==> src/sv/ksd_pkg.sv <==
// Shared constants, types and key tables for the scancode decoder.
// No dependencies.
`default_nettype none

package ksd_pkg;

  localparam int CMD_QUEUE_DEPTH_DEF = 32;

  // input kind / output target codes
  localparam logic KIND_SCAN  = 1'b0;
  localparam logic KIND_START = 1'b1;
  localparam logic TGT_HOST   = 1'b0;
  localparam logic TGT_KBD    = 1'b1;

  // keyboard protocol bytes
  localparam logic [7:0] LED_CMD     = 8'hED;
  localparam logic [7:0] ACK_BYTE    = 8'hFA;
  localparam logic [7:0] RESEND_BYTE = 8'hFE;

  // scancodes with special handling
  localparam logic [7:0] SC_BKSP       = 8'h0E;
  localparam logic [7:0] SC_ENTER      = 8'h1C;
  localparam logic [7:0] SC_LSHIFT     = 8'h2A;
  localparam logic [7:0] SC_RSHIFT     = 8'h36;
  localparam logic [7:0] SC_LSHIFT_REL = 8'hAA;
  localparam logic [7:0] SC_RSHIFT_REL = 8'hB6;
  localparam logic [7:0] SC_CAPS       = 8'h3A;
  localparam logic [7:0] SC_NUM        = 8'h45;
  localparam logic [7:0] SC_SCROLL     = 8'h46;

  // character codes
  localparam logic [7:0] CHR_BS      = 8'h08;
  localparam logic [7:0] CHR_LF      = 8'h0A;
  localparam logic [7:0] CHR_UPPER_A = 8'h41;
  localparam logic [7:0] CHR_UPPER_Z = 8'h5A;
  localparam logic [7:0] CASE_OFFSET = 8'h20;

  // LED bit masks
  localparam logic [2:0] LED_CAPS   = 3'b100;
  localparam logic [2:0] LED_NUM    = 3'b010;
  localparam logic [2:0] LED_SCROLL = 3'b001;

  typedef struct packed {
    logic       target;
    logic [7:0] value;
    logic [2:0] leds;
    logic       last;
  } result_t;

  typedef struct packed {
    logic       char_valid;
    logic [7:0] char_code;
    logic [1:0] shift_next;
    logic [2:0] leds_next;
    logic       push_leds;
    logic       ack;
    logic       resend;
  } decode_t;

  // Japanese layout, plain and shifted tables folded into one lookup
  function automatic logic [7:0] key_char(input logic [6:0] idx, input logic shifted);
    logic [7:0] c;
    c = 8'h00;
    case (idx)
      7'h02: c = shifted ? 8'h21 : 8'h31;
      7'h03: c = shifted ? 8'h22 : 8'h32;
      7'h04: c = shifted ? 8'h23 : 8'h33;
      7'h05: c = shifted ? 8'h24 : 8'h34;
      7'h06: c = shifted ? 8'h25 : 8'h35;
      7'h07: c = shifted ? 8'h26 : 8'h36;
      7'h08: c = shifted ? 8'h27 : 8'h37;
      7'h09: c = shifted ? 8'h28 : 8'h38;
      7'h0A: c = shifted ? 8'h29 : 8'h39;
      7'h0B: c = shifted ? 8'h7E : 8'h30;
      7'h0C: c = 8'h2D;
      7'h0D: c = 8'h5E;
      7'h10: c = 8'h51;
      7'h11: c = 8'h57;
      7'h12: c = 8'h45;
      7'h13: c = 8'h52;
      7'h14: c = 8'h54;
      7'h15: c = 8'h59;
      7'h16: c = 8'h55;
      7'h17: c = 8'h49;
      7'h18: c = 8'h4F;
      7'h19: c = 8'h50;
      7'h1A: c = shifted ? 8'h60 : 8'h40;
      7'h1B: c = shifted ? 8'h7B : 8'h5B;
      7'h1E: c = 8'h41;
      7'h1F: c = 8'h53;
      7'h20: c = 8'h44;
      7'h21: c = 8'h46;
      7'h22: c = 8'h47;
      7'h23: c = 8'h48;
      7'h24: c = 8'h4A;
      7'h25: c = 8'h4B;
      7'h26: c = 8'h4C;
      7'h27: c = shifted ? 8'h2B : 8'h3B;
      7'h28: c = shifted ? 8'h2A : 8'h3A;
      7'h2B: c = shifted ? 8'h7D : 8'h5D;
      7'h2C: c = 8'h5A;
      7'h2D: c = 8'h58;
      7'h2E: c = 8'h43;
      7'h2F: c = 8'h56;
      7'h30: c = 8'h42;
      7'h31: c = 8'h4E;
      7'h32: c = 8'h4D;
      7'h33: c = shifted ? 8'h3C : 8'h2C;
      7'h34: c = shifted ? 8'h3E : 8'h2E;
      7'h35: c = shifted ? 8'h3F : 8'h2F;
      7'h37: c = 8'h2A;
      7'h39: c = 8'h20;
      7'h47: c = 8'h37;
      7'h48: c = 8'h38;
      7'h49: c = 8'h39;
      7'h4A: c = 8'h2D;
      7'h4B: c = 8'h34;
      7'h4C: c = 8'h35;
      7'h4D: c = 8'h36;
      7'h4E: c = 8'h2B;
      7'h4F: c = 8'h31;
      7'h50: c = 8'h32;
      7'h51: c = 8'h33;
      7'h52: c = 8'h30;
      7'h53: c = 8'h2E;
      7'h73: c = shifted ? 8'h5F : 8'h5C;
      7'h7D: c = shifted ? 8'h7C : 8'h5C;
      default: c = 8'h00;
    endcase
    return c;
  endfunction

endpackage

`default_nettype wire

==> src/sv/ksd_decode.sv <==
// Per-beat decode: table lookup, case fixup, shift/lock/ack tracking.
// Depends on ksd_pkg.
`default_nettype none

module ksd_decode import ksd_pkg::*; (
  input  logic       kind,
  input  logic [7:0] scan_byte,
  input  logic [2:0] initial_leds,
  input  logic [1:0] shift_held,
  input  logic [2:0] lock_leds,
  input  logic       awaiting_ack,
  output decode_t    dec
);

  always_comb begin
    logic [7:0] ch;
    logic       caps;
    logic       sh;
    dec            = '0;
    dec.shift_next = shift_held;
    dec.leds_next  = lock_leds;
    ch             = 8'h00;
    caps           = lock_leds[2];
    sh             = |shift_held;
    if (kind == KIND_START) begin
      dec.leds_next = initial_leds;
      dec.push_leds = 1'b1;
    end else begin
      if (!scan_byte[7]) begin
        ch = key_char(scan_byte[6:0], sh);
        // letters go lower case unless exactly one of caps/shift is on
        if ((ch inside {[CHR_UPPER_A:CHR_UPPER_Z]}) && (caps == sh)) begin
          ch = ch + CASE_OFFSET;
        end
      end
      if (scan_byte == SC_BKSP) ch = CHR_BS;
      if (scan_byte == SC_ENTER) ch = CHR_LF;
      dec.char_valid = (ch != 8'h00);
      dec.char_code  = ch;
      case (scan_byte)
        SC_LSHIFT:     dec.shift_next[0] = 1'b1;
        SC_RSHIFT:     dec.shift_next[1] = 1'b1;
        SC_LSHIFT_REL: dec.shift_next[0] = 1'b0;
        SC_RSHIFT_REL: dec.shift_next[1] = 1'b0;
        SC_CAPS: begin
          dec.leds_next = lock_leds ^ LED_CAPS;
          dec.push_leds = 1'b1;
        end
        SC_NUM: begin
          dec.leds_next = lock_leds ^ LED_NUM;
          dec.push_leds = 1'b1;
        end
        SC_SCROLL: begin
          dec.leds_next = lock_leds ^ LED_SCROLL;
          dec.push_leds = 1'b1;
        end
        ACK_BYTE:    dec.ack    = 1'b1;
        RESEND_BYTE: dec.resend = awaiting_ack;
        default: ;
      endcase
    end
  end

endmodule

`default_nettype wire

==> src/sv/ksd_cmd_queue.sv <==
// Command byte queue: two banked memories (even/odd slots) so the LED
// command and LED byte land in the same cycle; front entry prefetched.
// Depends on ksd_pkg.
`default_nettype none

module ksd_cmd_queue import ksd_pkg::*; #(
  parameter int DEPTH = CMD_QUEUE_DEPTH_DEF
) (
  input  logic       clk,
  input  logic       rst,
  input  logic       push_en,
  input  logic [2:0] push_leds,
  input  logic       pop_en,
  output logic       will_hold,
  output logic [7:0] front_byte
);

  localparam int PTR_W      = ($clog2(DEPTH) < 2) ? 2 : $clog2(DEPTH);
  localparam int CNT_W      = PTR_W + 1;
  localparam int BANK_W     = PTR_W - 1;
  localparam int BANK_DEPTH = 2 ** BANK_W;
  localparam logic [CNT_W-1:0] CAP    = CNT_W'(DEPTH);
  localparam logic [CNT_W-1:0] CAP_M1 = CNT_W'(DEPTH - 1);

  logic [PTR_W-1:0]  head;
  logic [PTR_W-1:0]  head_next;
  logic [CNT_W-1:0]  count;
  logic [CNT_W-1:0]  count_next;
  logic [PTR_W-1:0]  tail;
  logic [PTR_W-1:0]  tail1;
  logic              fit0;
  logic              fit1;
  logic [1:0]        n_push;
  logic [7:0]        led_byte;
  logic [BANK_W-1:0] ra;

  logic              we0, we1;
  logic [BANK_W-1:0] wa0, wa1;
  logic [7:0]        wd0, wd1;
  logic [7:0]        mem0 [BANK_DEPTH];
  logic [7:0]        mem1 [BANK_DEPTH];
  logic [7:0]        rd0, rd1;

  always_comb begin
    led_byte   = {5'b00000, push_leds};
    fit0       = push_en && (count < CAP);
    fit1       = push_en && (count < CAP_M1);
    n_push     = {1'b0, fit0} + {1'b0, fit1};
    tail       = head + count[PTR_W-1:0];
    tail1      = tail + PTR_W'(1);
    head_next  = head + PTR_W'(pop_en);
    count_next = count + CNT_W'(n_push) - CNT_W'(pop_en);
    ra         = head_next[PTR_W-1:1];
    // LED command goes to the tail slot, LED byte right after it
    if (!tail[0]) begin
      we0 = fit0; wa0 = tail[PTR_W-1:1];  wd0 = LED_CMD;
      we1 = fit1; wa1 = tail1[PTR_W-1:1]; wd1 = led_byte;
    end else begin
      we1 = fit0; wa1 = tail[PTR_W-1:1];  wd1 = LED_CMD;
      we0 = fit1; wa0 = tail1[PTR_W-1:1]; wd0 = led_byte;
    end
  end

  always_ff @(posedge clk) begin
    if (rst) begin
      head  <= '0;
      count <= '0;
    end else begin
      head  <= head_next;
      count <= count_next;
    end
  end

  // registered reads with write-first bypass
  always_ff @(posedge clk) begin
    if (we0) mem0[wa0] <= wd0;
    if (we0 && (wa0 == ra)) rd0 <= wd0;
    else rd0 <= mem0[ra];
  end

  always_ff @(posedge clk) begin
    if (we1) mem1[wa1] <= wd1;
    if (we1 && (wa1 == ra)) rd1 <= wd1;
    else rd1 <= mem1[ra];
  end

  // empty queue: the byte popped is the LED command pushed this beat
  assign will_hold  = (count != '0) || push_en;
  assign front_byte = (count == '0) ? LED_CMD : (head[0] ? rd1 : rd0);

endmodule

`default_nettype wire

==> src/sv/keyboard_scancode_decoder_top.sv <==
// Scancode decoder top: input register, decode, command queue, result buffer.
// An input beat is held in the input register, its results in the result buffer.
// Throughput: one input beat per cycle while the result stream is not stalled; an item
// with two results takes two output beats and holds off the next step until the first has left.
// Reset (rst, synchronous): clears handshake, shift, LEDs, queue pointers, ack flag.
// Depends on ksd_pkg, ksd_decode, ksd_cmd_queue.
`default_nettype none

module keyboard_scancode_decoder_top import ksd_pkg::*; #(
  parameter int CMD_QUEUE_DEPTH = CMD_QUEUE_DEPTH_DEF
) (
  input  logic        clk,
  input  logic        rst,
  // configuration: initial LED bits
  input  logic        cfg_wr_en,
  input  logic [2:0]  cfg_wr_data,
  // input stream
  input  logic        s_axis_tvalid,
  output logic        s_axis_tready,
  input  logic [7:0]  s_axis_tdata,   // [7:0] scan_byte
  input  logic        s_axis_tuser,   // [0] kind
  // result stream
  output logic        m_axis_tvalid,
  input  logic        m_axis_tready,
  output logic [15:0] m_axis_tdata,   // [7:0] byte_value, [10:8] led_bits, [15:11] zero
  output logic        m_axis_tuser,   // [0] target
  output logic        m_axis_tlast    // last result of the input beat
);

  // input register
  logic       in_valid;
  logic       in_kind;
  logic [7:0] in_scan;

  // decoder state
  logic [2:0] initial_leds;
  logic [1:0] shift_held;
  logic [2:0] lock_leds;
  logic       awaiting_ack;
  logic [7:0] sent_byte;

  // result buffer: res0 is on the bus, res1 waits behind it
  result_t    res0;
  result_t    res1;
  logic [1:0] res_cnt;

  decode_t    dec;
  logic       advance;
  logic       awaiting_mid;
  logic       q_push;
  logic       q_pop;
  logic       q_will_hold;
  logic [7:0] q_front;
  logic       pop_want;
  result_t    new0;
  result_t    new1;
  logic [1:0] n_new;

  // Step fires when the buffer is empty or its last result leaves this cycle.
  assign advance       = in_valid && ((res_cnt == 2'd0) ||
                                      ((res_cnt == 2'd1) && m_axis_tready));
  assign s_axis_tready = !in_valid || advance;

  always_ff @(posedge clk) begin
    if (rst) begin
      in_valid <= 1'b0;
    end else if (s_axis_tready) begin
      in_valid <= s_axis_tvalid;
    end
  end

  always_ff @(posedge clk) begin
    if (s_axis_tvalid && s_axis_tready) begin
      in_kind <= s_axis_tuser;
      in_scan <= s_axis_tdata;
    end
  end

  always_ff @(posedge clk) begin
    if (rst) begin
      initial_leds <= 3'b000;
    end else if (cfg_wr_en) begin
      initial_leds <= cfg_wr_data;
    end
  end

  ksd_decode u_decode (
    .kind         (in_kind),
    .scan_byte    (in_scan),
    .initial_leds (initial_leds),
    .shift_held   (shift_held),
    .lock_leds    (lock_leds),
    .awaiting_ack (awaiting_ack),
    .dec          (dec)
  );

  // An ack clears the pending byte before the send check of the same beat.
  assign awaiting_mid = dec.ack ? 1'b0 : awaiting_ack;
  assign q_push       = advance && dec.push_leds;
  assign pop_want     = q_will_hold && !awaiting_mid;
  assign q_pop        = advance && pop_want;

  ksd_cmd_queue #(
    .DEPTH (CMD_QUEUE_DEPTH)
  ) u_queue (
    .clk        (clk),
    .rst        (rst),
    .push_en    (q_push),
    .push_leds  (dec.leds_next),
    .pop_en     (q_pop),
    .will_hold  (q_will_hold),
    .front_byte (q_front)
  );

  // Gather results in order: character, resend, fresh command byte.
  always_comb begin
    new0  = '0;
    new1  = '0;
    n_new = 2'd0;
    if (dec.char_valid) begin
      new0.target = TGT_HOST;
      new0.value  = dec.char_code;
      n_new       = 2'd1;
    end
    if (dec.resend) begin
      if (n_new == 2'd0) begin
        new0.target = TGT_KBD;
        new0.value  = sent_byte;
        n_new       = 2'd1;
      end else if (n_new == 2'd1) begin
        new1.target = TGT_KBD;
        new1.value  = sent_byte;
        n_new       = 2'd2;
      end
    end
    if (pop_want) begin
      if (n_new == 2'd0) begin
        new0.target = TGT_KBD;
        new0.value  = q_front;
        n_new       = 2'd1;
      end else if (n_new == 2'd1) begin
        new1.target = TGT_KBD;
        new1.value  = q_front;
        n_new       = 2'd2;
      end
    end
    new0.leds = dec.leds_next;
    new1.leds = dec.leds_next;
    new0.last = (n_new == 2'd1);
    new1.last = 1'b1;
  end

  always_ff @(posedge clk) begin
    if (rst) begin
      shift_held   <= 2'b00;
      lock_leds    <= 3'b000;
      awaiting_ack <= 1'b0;
    end else if (advance) begin
      shift_held   <= dec.shift_next;
      lock_leds    <= dec.leds_next;
      awaiting_ack <= q_pop ? 1'b1 : awaiting_mid;
    end
  end

  // byte kept for a resend request
  always_ff @(posedge clk) begin
    if (q_pop) begin
      sent_byte <= q_front;
    end
  end

  always_ff @(posedge clk) begin
    if (rst) begin
      res_cnt <= 2'd0;
    end else if (advance) begin
      res_cnt <= n_new;
    end else if (m_axis_tvalid && m_axis_tready) begin
      res_cnt <= res_cnt - 2'd1;
    end
  end

  always_ff @(posedge clk) begin
    if (advance) begin
      res0 <= new0;
      res1 <= new1;
    end else if (m_axis_tvalid && m_axis_tready) begin
      res0 <= res1;
    end
  end

  assign m_axis_tvalid = (res_cnt != 2'd0);
  assign m_axis_tdata  = {5'b00000, res0.leds, res0.value};
  assign m_axis_tuser  = res0.target;
  assign m_axis_tlast  = res0.last;

endmodule

`default_nettype wire

==> config.mk <==
export PLATFORM = sky130hd
export DESIGN_NAME = keyboard_scancode_decoder_top
export DESIGN_NICKNAME = d
export VERILOG_FILES = /design/src/sv/ksd_pkg.sv /design/src/sv/ksd_decode.sv /design/src/sv/ksd_cmd_queue.sv /design/src/sv/keyboard_scancode_decoder_top.sv
export SDC_FILE = /design/constraint.sdc
export NUM_CORES = 1
export LEC_CHECK = 0
export BUFFER_PORTS_ARGS = -buffer_cell sky130_fd_sc_hd__buf_4
export CORE_MARGIN = 5
export CORE_UTILIZATION = 60
export CTS_CLUSTER_SIZE = 24
export DETAILED_ROUTE_END_ITERATION = 8
export PLACE_DENSITY_LB_ADDON = 0.08
export SYNTH_ARGS = -nofsm -noshare
export SYNTH_HDL_FRONTEND = slang
export SYNTH_SLANG_ARGS = --single-unit
==> constraint.sdc <==
create_clock -name clk -period 6.3 [get_ports clk]
set_clock_uncertainty 0.15 [all_clocks]
set_input_delay 0.315 -clock clk [delete_from_list [all_inputs] [get_ports clk]]
set_output_delay 0.315 -clock clk [all_outputs]
set_load 0.05 [all_outputs]
After elaboration in Yosys (flattened, before gate mapping)
Memory sizes are Yosys's and may differ from the RTL's. A register that Yosys moved wholly into a read port is not among the register bits.
Index checks and enable logic that the tools add are counted.
{"block": "word_totals", "register_bits": 65, "mem_bits_rw": 256, "in_bits": 17, "out_inout_bits": 20, "wordCells": 218, "memories": 2}
{"name": "u_queue.mem0", "depth": 16, "width": 8, "rd": 1, "rd_ports_with_merged_regs": 1, "write_ports": 1, "line_no": "ksd_cmd_queue.sv:40", "text": "logic [7:0] mem0 [BANK_DEPTH];"}
{"name": "u_queue.mem1", "depth": 16, "width": 8, "rd": 1, "rd_ports_with_merged_regs": 1, "write_ports": 1, "line_no": "ksd_cmd_queue.sv:41", "text": "logic [7:0] mem1 [BANK_DEPTH];"}
{"block": "classes", "addsub": 8, "order_cmp": 4, "n_eq_ne": 79, "mux": 72, "bitwise": 4, "n_reduce_logical": 30}
{"cell": "one-hot mux 8 bit (62 select lines)", "n": 1}
{"cell": "== test 7 x 6 -> 1 bit (second input constant)", "n": 22}
{"cell": "== test 7 bit (second input constant)", "n": 15}
{"cell": "== test 7 x 5 -> 1 bit (second input constant)", "n": 14}
{"cell": "two-way mux 8 bit", "n": 12}
{"cell": "two-way mux 9 bit", "n": 10}
{"cell": "two-way mux 5 bit", "n": 14}
{"cell": "== test 7 x 4 -> 1 bit (second input constant)", "n": 6}
{"cell": "== test 8 bit (second input constant)", "n": 4}
{"cell": "== test 7 x 3 -> 1 bit (second input constant)", "n": 4}
{"cell": "two-way mux 13 bit", "n": 2}
{"cell": "== test 8 x 6 -> 1 bit (second input constant)", "n": 3}
{"cell": "two-way mux 6 bit", "n": 4}
{"cell": "two-way mux 2 bit", "n": 10}
{"cell": "== test 8 x 7 -> 1 bit (second input constant)", "n": 2}
{"cell": "== test 7 x 2 -> 1 bit (second input constant)", "n": 2}
{"cell": "two-way mux 4 bit", "n": 3}
{"cell": "one-hot mux 4 bit (3 select lines)", "n": 1}
{"cell": "logical AND 1 bit", "n": 11}
{"cell": "two-way mux 1 bit", "n": 11}
{"cell": "two-way mux 11 bit", "n": 1}
{"cell": "adder 8 x 6 -> 8 bit (second input constant)", "n": 1}
{"cell": "== test 2 x 1 -> 1 bit (second input constant)", "n": 4}
{"cell": "== test 8 x 4 -> 1 bit (second input constant)", "n": 1}
{"cell": "25 further kinds", "n": 39}

Depth between registers and ports, before layout
{"block": "logic_depth", "depth_word": 26, "mapped_depth": 22, "mapped_depth_nobuf": 19}

Hierarchy
A second synthesis with hierarchy kept.
{"block": "unflattened", "hier_cells": 866, "hier_area_um2": 10431.3}
{"module": "ksd_cmd_queue", "instances": 1, "cells_each": 391, "area_each_um2": 6401.1, "seq_area_each_um2": 4144.0}
{"module": "keyboard_scancode_decoder_top", "instances": 1, "cells_each": 200, "area_each_um2": 2327.2, "seq_area_each_um2": 1501.4}
{"module": "ksd_decode", "instances": 1, "cells_each": 275, "area_each_um2": 1702.9, "seq_area_each_um2": 0.0}

Least setup slack after synthesis
OpenSTA, ideal clock, no wires.
{"block": "synth_path", "path_type": "register -> register", "startpoint": "reg in_scan[3]", "endpoint": "reg res0, in the netlist m_axis_tdata[5] (data pin)", "setup_ns": 0.258, "t_arrival_ns": 3.740, "required_time_ns": 5.892, "path_slack_ns": 2.152, "path_stages_with_launch": 22, "path_buffers": 3, "period_less_slack_ns": 4.148, "path_cell_list": "edfxtp_1 buf_4 buf_6 clkbuf_4 a21oi_1 a21boi_0 nor4_1 and2_1 inv_1 ha_1 nor4b_1 nor3b_1 o21a_2 or3_4 inv_2 ha_1 inv_1 or2_2 nor2_1 nor2_1 o21ai_0 nand2_1"}
{"block": "synth_between", "elab_chain_len": 24, "word_cells_on_any_way": 109, "cone_classes": "1 x add/sub; 2 x order compare; 71 x eq/ne; 25 x mux; 10 x reduce/logical"}
{"element": "from (decl)", "line_no": "keyboard_scancode_decoder_top.sv:33", "text": "logic [7:0] in_scan;"}
{"element": "from (signal assigned)", "line_no": "keyboard_scancode_decoder_top.sv:75", "text": "in_scan <= s_axis_tdata;"}
{"element": "== test 7 x 4 -> 1 bit or == test 7 bit (tied branches)", "line_no": "ksd_pkg.sv:64", "text": "case (idx)"}
{"element": "OR reduction 2 bit (no line)"}
{"element": "one-hot mux 8 bit (62 select lines)", "line_no": "ksd_pkg.sv:64"}
{"element": "two-way mux 8 bit", "line_no": "ksd_decode.sv:29", "text": "if (!scan_byte[7]) begin"}
{"element": "two-way mux 8 bit", "line_no": "ksd_decode.sv:25", "text": "if (kind == KIND_START) begin"}
{"element": ">= comparator 8 x 7 -> 1 bit or less-or-equal comparator 8 x 7 -> 1 bit (tied branches)", "line_no": "ksd_decode.sv:32", "text": "if ((ch inside {[CHR_UPPER_A:CHR_UPPER_Z]}) && (caps == sh)) begin"}
{"element": "logical AND 1 bit (2 in a row)", "line_no": "ksd_decode.sv:32"}
{"element": "two-way mux 8 bit", "line_no": "ksd_decode.sv:32"}
{"element": "[7 not listed]"}
{"element": "== test 2 x 1 -> 1 bit", "line_no": "keyboard_scancode_decoder_top.sv:130", "text": "end else if (n_new == 2'd1) begin"}
{"element": "two-way mux 2 bit", "line_no": "keyboard_scancode_decoder_top.sv:130"}
{"element": "two-way mux 2 bit", "line_no": "keyboard_scancode_decoder_top.sv:126", "text": "if (n_new == 2'd0) begin"}
{"element": "two-way mux 2 bit", "line_no": "keyboard_scancode_decoder_top.sv:125", "text": "if (dec.resend) begin"}
{"element": "logical NOT 2 bit", "line_no": "keyboard_scancode_decoder_top.sv:137", "text": "if (n_new == 2'd0) begin"}
{"element": "two-way mux 9 bit", "line_no": "keyboard_scancode_decoder_top.sv:137"}
{"element": "two-way mux 9 bit *", "line_no": "keyboard_scancode_decoder_top.sv:136", "text": "if (pop_want) begin"}
{"element": "two-way mux 13 bit *", "line_no": "keyboard_scancode_decoder_top.sv:183", "text": "if (advance) begin"}
{"element": "to (signal assigned)", "line_no": "keyboard_scancode_decoder_top.sv:184", "text": "res0 <= new0;"}
{"element": "to (signal assigned)", "line_no": "keyboard_scancode_decoder_top.sv:187", "text": "res0 <= res1;"}
{"element": "to (decl)", "line_no": "keyboard_scancode_decoder_top.sv:43", "text": "result_t res0;"}
Mark *: on every way between the ends. The rest lies on a longest branch, timed or not. The select of a mux whose other input is x is not followed.
A chain may end at the register's enable or synchronous reset.

Worst setup path after layout
{"block": "layout_path", "startpoint": "reg in_scan[0]", "endpoint": "reg res0, in the netlist m_axis_tdata[3] (data pin)"}
Same word-level chain as after synthesis.

==> metrics.log <==
[metrics] area of the die: approximately 0.019 mm2
[metrics] most used standard cell by instance count after synthesis: sky130_fd_sc_hd__edfxtp_1
[metrics] htree depth: 4
[metrics] result of the run: finished, final reports clean
[metrics] DRT Pass-1 Iters: 5
[metrics] final hold violations: 0
[metrics] initial cell density of the core: 61.6%
[metrics] post-synthesis compound-gate area fraction: under 10%
[metrics] share of the synthesized netlist area taken by xor and xnor gates: 1.87%
[metrics] top cell family by delay on the critical path: simple AND/OR/NAND/NOR gates
[metrics] area taken by multi-input logic gates: approximately 0.004 mm2
[metrics] vias per cell: 6.52
[metrics] Leak: between 3 and 4 nW
[metrics] post-route design area: 0.0108 mm2
[metrics] power consumption: just over 0.004 W
[metrics] utilization after layout: 67.6%
[metrics] count of warnings emitted by yosys: 0
[metrics] number of setup violations in the final report: 0
[metrics] FF-to-FF Start: in_scan[0]
[metrics] final estimated routing congestion in global placement: 0.985
[metrics] MaxCap Viol Count: 0
[metrics] detailed-route via count: between 6k and 7k
[metrics] proportion of synthesized area in mux cells: about a tenth
[metrics] source-to-sink clock delay at the later pin of the worst-skew pair: about 0.43 ns
[metrics] fill cell total of the finished layout: 1179
[metrics] area share of and/or/nand/nor cells after synthesis: approximately 15%
[metrics] total grt overflow: 0
[metrics] cell depth of the worst hold path: 3
[metrics] startpoint of the worst hold path: cfg_wr_en
[metrics] initial antenna violation count: 0
[metrics] setup_tns: 0 ns
[metrics] Mean Syn Cell Area: approximately 12 um2
[metrics] post-placement cell area: 0.0101 mm2
[metrics] Crit path depth: 19
[metrics] y dimension of the die: 138 um
[metrics] setup bufs post-CTS: 0
[metrics] deepest clock path buffer count: 2
[metrics] cell breakdown of the critical path: buf_4 > and2b_4 > and3_1 > a31oi_1 > nand3_1 > nor3_2 > inv_2 > ha_1 > nor4b_1 > nor3b_1 > o21a_2 > or3_4 > inv_2 > ha_1 > inv_1 > or2_2 > nand2_1 > nor4_1 > o41ai_2
[metrics] DRC Markers: 0
[metrics] total CTS buffers: 17
[metrics] HP Class: in -> reg
[metrics] Tcrit/Tclk final: between 80% and 90%
[metrics] total half-perimeter wirelength after legalization and detailed placement: roughly 17 mm
[metrics] number of rows created at floorplan: 46
[metrics] CP required: around 6.4 ns
[metrics] delay of the slowest cell on the worst path: between 0.8 and 0.9 ns
[metrics] cell taking the most area after synthesis: sky130_fd_sc_hd__edfxtp_1
[metrics] area taken by flip-flops and latches: about 0.0054 mm2
[metrics] adder-cell share of the synthesized area: between 3 and 4%
[metrics] combined buffer and inverter count along the critical path: 4
[metrics] Max IR drop VDD: about 350 uV
[metrics] core outline area: ~0.016 mm2
[metrics] transition time of the tightest slew-check pin: 1.03 ns
[metrics] critical setup path kind: reg -> reg
[metrics] sort of element at the end of the critical path: flip-flop
[metrics] global routing usage summed across all routing layers: 25.0%
[metrics] number of synthesized flops with an enable pin: 162
[metrics] startpoint class of the critical path: flip-flop
[metrics] NumNets Final: ~860
[metrics] area fraction of the dominant cell type after synthesis: about half
[metrics] layout-stage area growth over the synthesis result: 9.70%
[metrics] async set-reset flop share out of synthesis: 0%
[metrics] leading post-synthesis cells by cell area: sky130_fd_sc_hd__edfxtp_1, sky130_fd_sc_hd__mux4_2, sky130_fd_sc_hd__dfxtp_1
[metrics] dominant register cell in the synthesized netlist: sky130_fd_sc_hd__edfxtp_1
[metrics] slowest cell on the critical path: sky130_fd_sc_hd__edfxtp_1
[metrics] sequential-to-total area share from yosys stat: around 55%
[metrics] CTS sink cnt: between 150 and 200
[metrics] Worst Reg-to-Reg Cells: 19
[metrics] Pwr per Cell Area: between 300 and 400 mW/mm2
[metrics] time the final worst path needs with I/O delays and setup: between 5 and 6 ns
[metrics] Top Ports: 37
[metrics] gate count after technology mapping: about 800
[metrics] antenna diode count: 0
[metrics] most numerous cell types in the synthesized netlist: sky130_fd_sc_hd__edfxtp_1, sky130_fd_sc_hd__nor2_1, sky130_fd_sc_hd__nand2_1
[metrics] share of final-layout standard cells stronger than drive strength 1: approximately 17%
[metrics] pin count of the biggest net entering global routing: 33
[metrics] remaining antenna violation count: 0
[metrics] crit path from: in_scan[0]
[metrics] global-route wire length before repair: 37.5 mm
[metrics] final slew viol count: 0
[metrics] worst slew margin relative to its limit: a little under a third
[metrics] arrival time reported for the critical path endpoint: roughly 5.3 ns
[metrics] largest family of logic cells by synthesized area: simple AND/OR/NAND/NOR gates
[metrics] violation count after the first detailed-routing iteration: 724
[metrics] maximum fanout along the worst path: 24
[metrics] flops & latches, synth: ~190
[metrics] number of global-route vias before repair: 6598
[metrics] clock input transition at the sequential cells of the worst setup and hold paths: 0.08 ns
[metrics] setup repair after global routing missed its margin: false
[metrics] detailed-route wire length per cell: 22.8 um
[metrics] count of unique library cells instantiated by Yosys: 87
[metrics] count of port buffers added during placement: 31
[metrics] clock root cell: sky130_fd_sc_hd__clkbuf_16
[metrics] floorplan die width: around 140 um
[metrics] DRT Wirelength: about 24 mm
[metrics] TritonCTS clock tree: yes
[metrics] post-synthesis instance area: around 0.0099 mm2
[metrics] highest clock frequency the design can meet: about 0.19 GHz
## cell usage in the layout (no fill, tap or decap), types with 4 or more instances in the layout
master,count
sky130_fd_sc_hd__a211oi_1,5
sky130_fd_sc_hd__a21o_1,6
sky130_fd_sc_hd__a21oi_1,36
sky130_fd_sc_hd__a31oi_1,8
sky130_fd_sc_hd__and2_1,6
sky130_fd_sc_hd__and3_1,5
sky130_fd_sc_hd__buf_4,41
sky130_fd_sc_hd__clkbuf_16,17
sky130_fd_sc_hd__conb_1,5
sky130_fd_sc_hd__dfxtp_1,26
sky130_fd_sc_hd__dlygate4sd3_1,13
sky130_fd_sc_hd__edfxtp_1,162
sky130_fd_sc_hd__ha_1,24
sky130_fd_sc_hd__inv_1,24
sky130_fd_sc_hd__inv_6,4
sky130_fd_sc_hd__mux2i_1,10
sky130_fd_sc_hd__mux4_2,40
sky130_fd_sc_hd__nand2_1,76
sky130_fd_sc_hd__nand2b_1,10
sky130_fd_sc_hd__nand3_1,16
sky130_fd_sc_hd__nand3b_1,4
sky130_fd_sc_hd__nand4_1,7
sky130_fd_sc_hd__nor2_1,82
sky130_fd_sc_hd__nor2b_1,17
sky130_fd_sc_hd__nor3_1,15
sky130_fd_sc_hd__nor3_2,4
sky130_fd_sc_hd__nor3b_1,6
sky130_fd_sc_hd__nor4_1,9
sky130_fd_sc_hd__o21ai_0,20
sky130_fd_sc_hd__o22ai_1,8
sky130_fd_sc_hd__o31ai_1,4
sky130_fd_sc_hd__or2_2,4
sky130_fd_sc_hd__or3_1,5
sky130_fd_sc_hd__xnor2_1,11
sky130_fd_sc_hd__xor2_1,10
## timing repair
item / CTS / global route
resized for setup: 0 / 0
hold buffers: 13 / 0
endpoints found under the hold margin: 13 / 0
## logic make-up after synthesis
family | Yosys count
AO/OA/AOI/OAI | 135
buffers and inverters | 77
multiplexers | 52
adder cells (fa/ha/maj) | 27
flip-flops | 189
other | 1
AND/OR/NAND/NOR | 290
XOR/XNOR | 21
## per-stage QoR
stage	hold slack, ns	cells	worst slack (ns)
global placement	0.296	1002	1.27
finish	0.0226	1047	1.04
detailed placement	0.320	1002	1.18
floorplan	0.237	796	2.15
global route	0.0204	1047	0.650
CTS	0.0152	1047	1.13
## sequential cells by signal, indices dropped and copies added, names as in the netlist, named ones only
signal and count:
m_axis_tlast 1, shift_held 2, u_queue.mem1 64, m_axis_tdata 11, in_valid 1, awaiting_ack 1, initial_leds 3, m_axis_tuser 1
in_scan 8, res_cnt 2, sent_byte 4, u_queue.count 6, in_kind 1, u_queue.head 5, res1 8, lock_leds 3
u_queue.mem0 64
## worst paths after layout
kind	endpoint	slack, ns
min reg2reg	lock_leds[1]	0.33
max reg2reg	m_axis_tdata[3]	1.04
min	initial_leds[0]	0.02
max	m_axis_tdata[3]	1.04
## routing by layer
layer	track usage, %	vias up	wire length (um)
met5	0	-	0
met4	8.42	0	638
met3	5.69	62	2380
met2	37.2	393	10900
met1	36.8	3325	9920
li1	-	3051	-
## cell type report
cell class              instances  area share [%]
clock inverters                15            1.50
inverters                      26           0.903
multi-input cells             530            37.1
clock buffers                  17            3.94
repair buffers                 54            4.05
flip-flops and latches        189            50.0
well taps                     216            2.50
## worst register-to-register path, cell delays in order, from the launching register on
cell                       delay, ns
sky130_fd_sc_hd__edfxtp_1       0.85
sky130_fd_sc_hd__buf_4          0.32
sky130_fd_sc_hd__and2b_4        0.26
sky130_fd_sc_hd__and3_1         0.19
sky130_fd_sc_hd__a31oi_1        0.22
sky130_fd_sc_hd__nand3_1        0.13
sky130_fd_sc_hd__nor3_2         0.33
sky130_fd_sc_hd__inv_2          0.10
sky130_fd_sc_hd__ha_1           0.33
sky130_fd_sc_hd__nor4b_1        0.35
sky130_fd_sc_hd__nor3b_1        0.09
sky130_fd_sc_hd__o21a_2         0.17
sky130_fd_sc_hd__or3_4          0.41
sky130_fd_sc_hd__inv_2          0.09
sky130_fd_sc_hd__ha_1           0.14
sky130_fd_sc_hd__inv_1          0.06
sky130_fd_sc_hd__or2_2          0.35
sky130_fd_sc_hd__nand2_1        0.14
sky130_fd_sc_hd__nor4_1         0.07
sky130_fd_sc_hd__o41ai_2        0.31
## report_power, final
| group | switching [W] | internal [W] | total, W |
|---|---|---|---|
| Combinational | 0.000883 | 0.000433 | 0.00132 |
| Sequential | 0.000109 | 0.00162 | 0.00173 |
| Clock | 0.000515 | 0.000533 | 0.00105 |
Note: power is estimated with default switching activity, not from simulation.
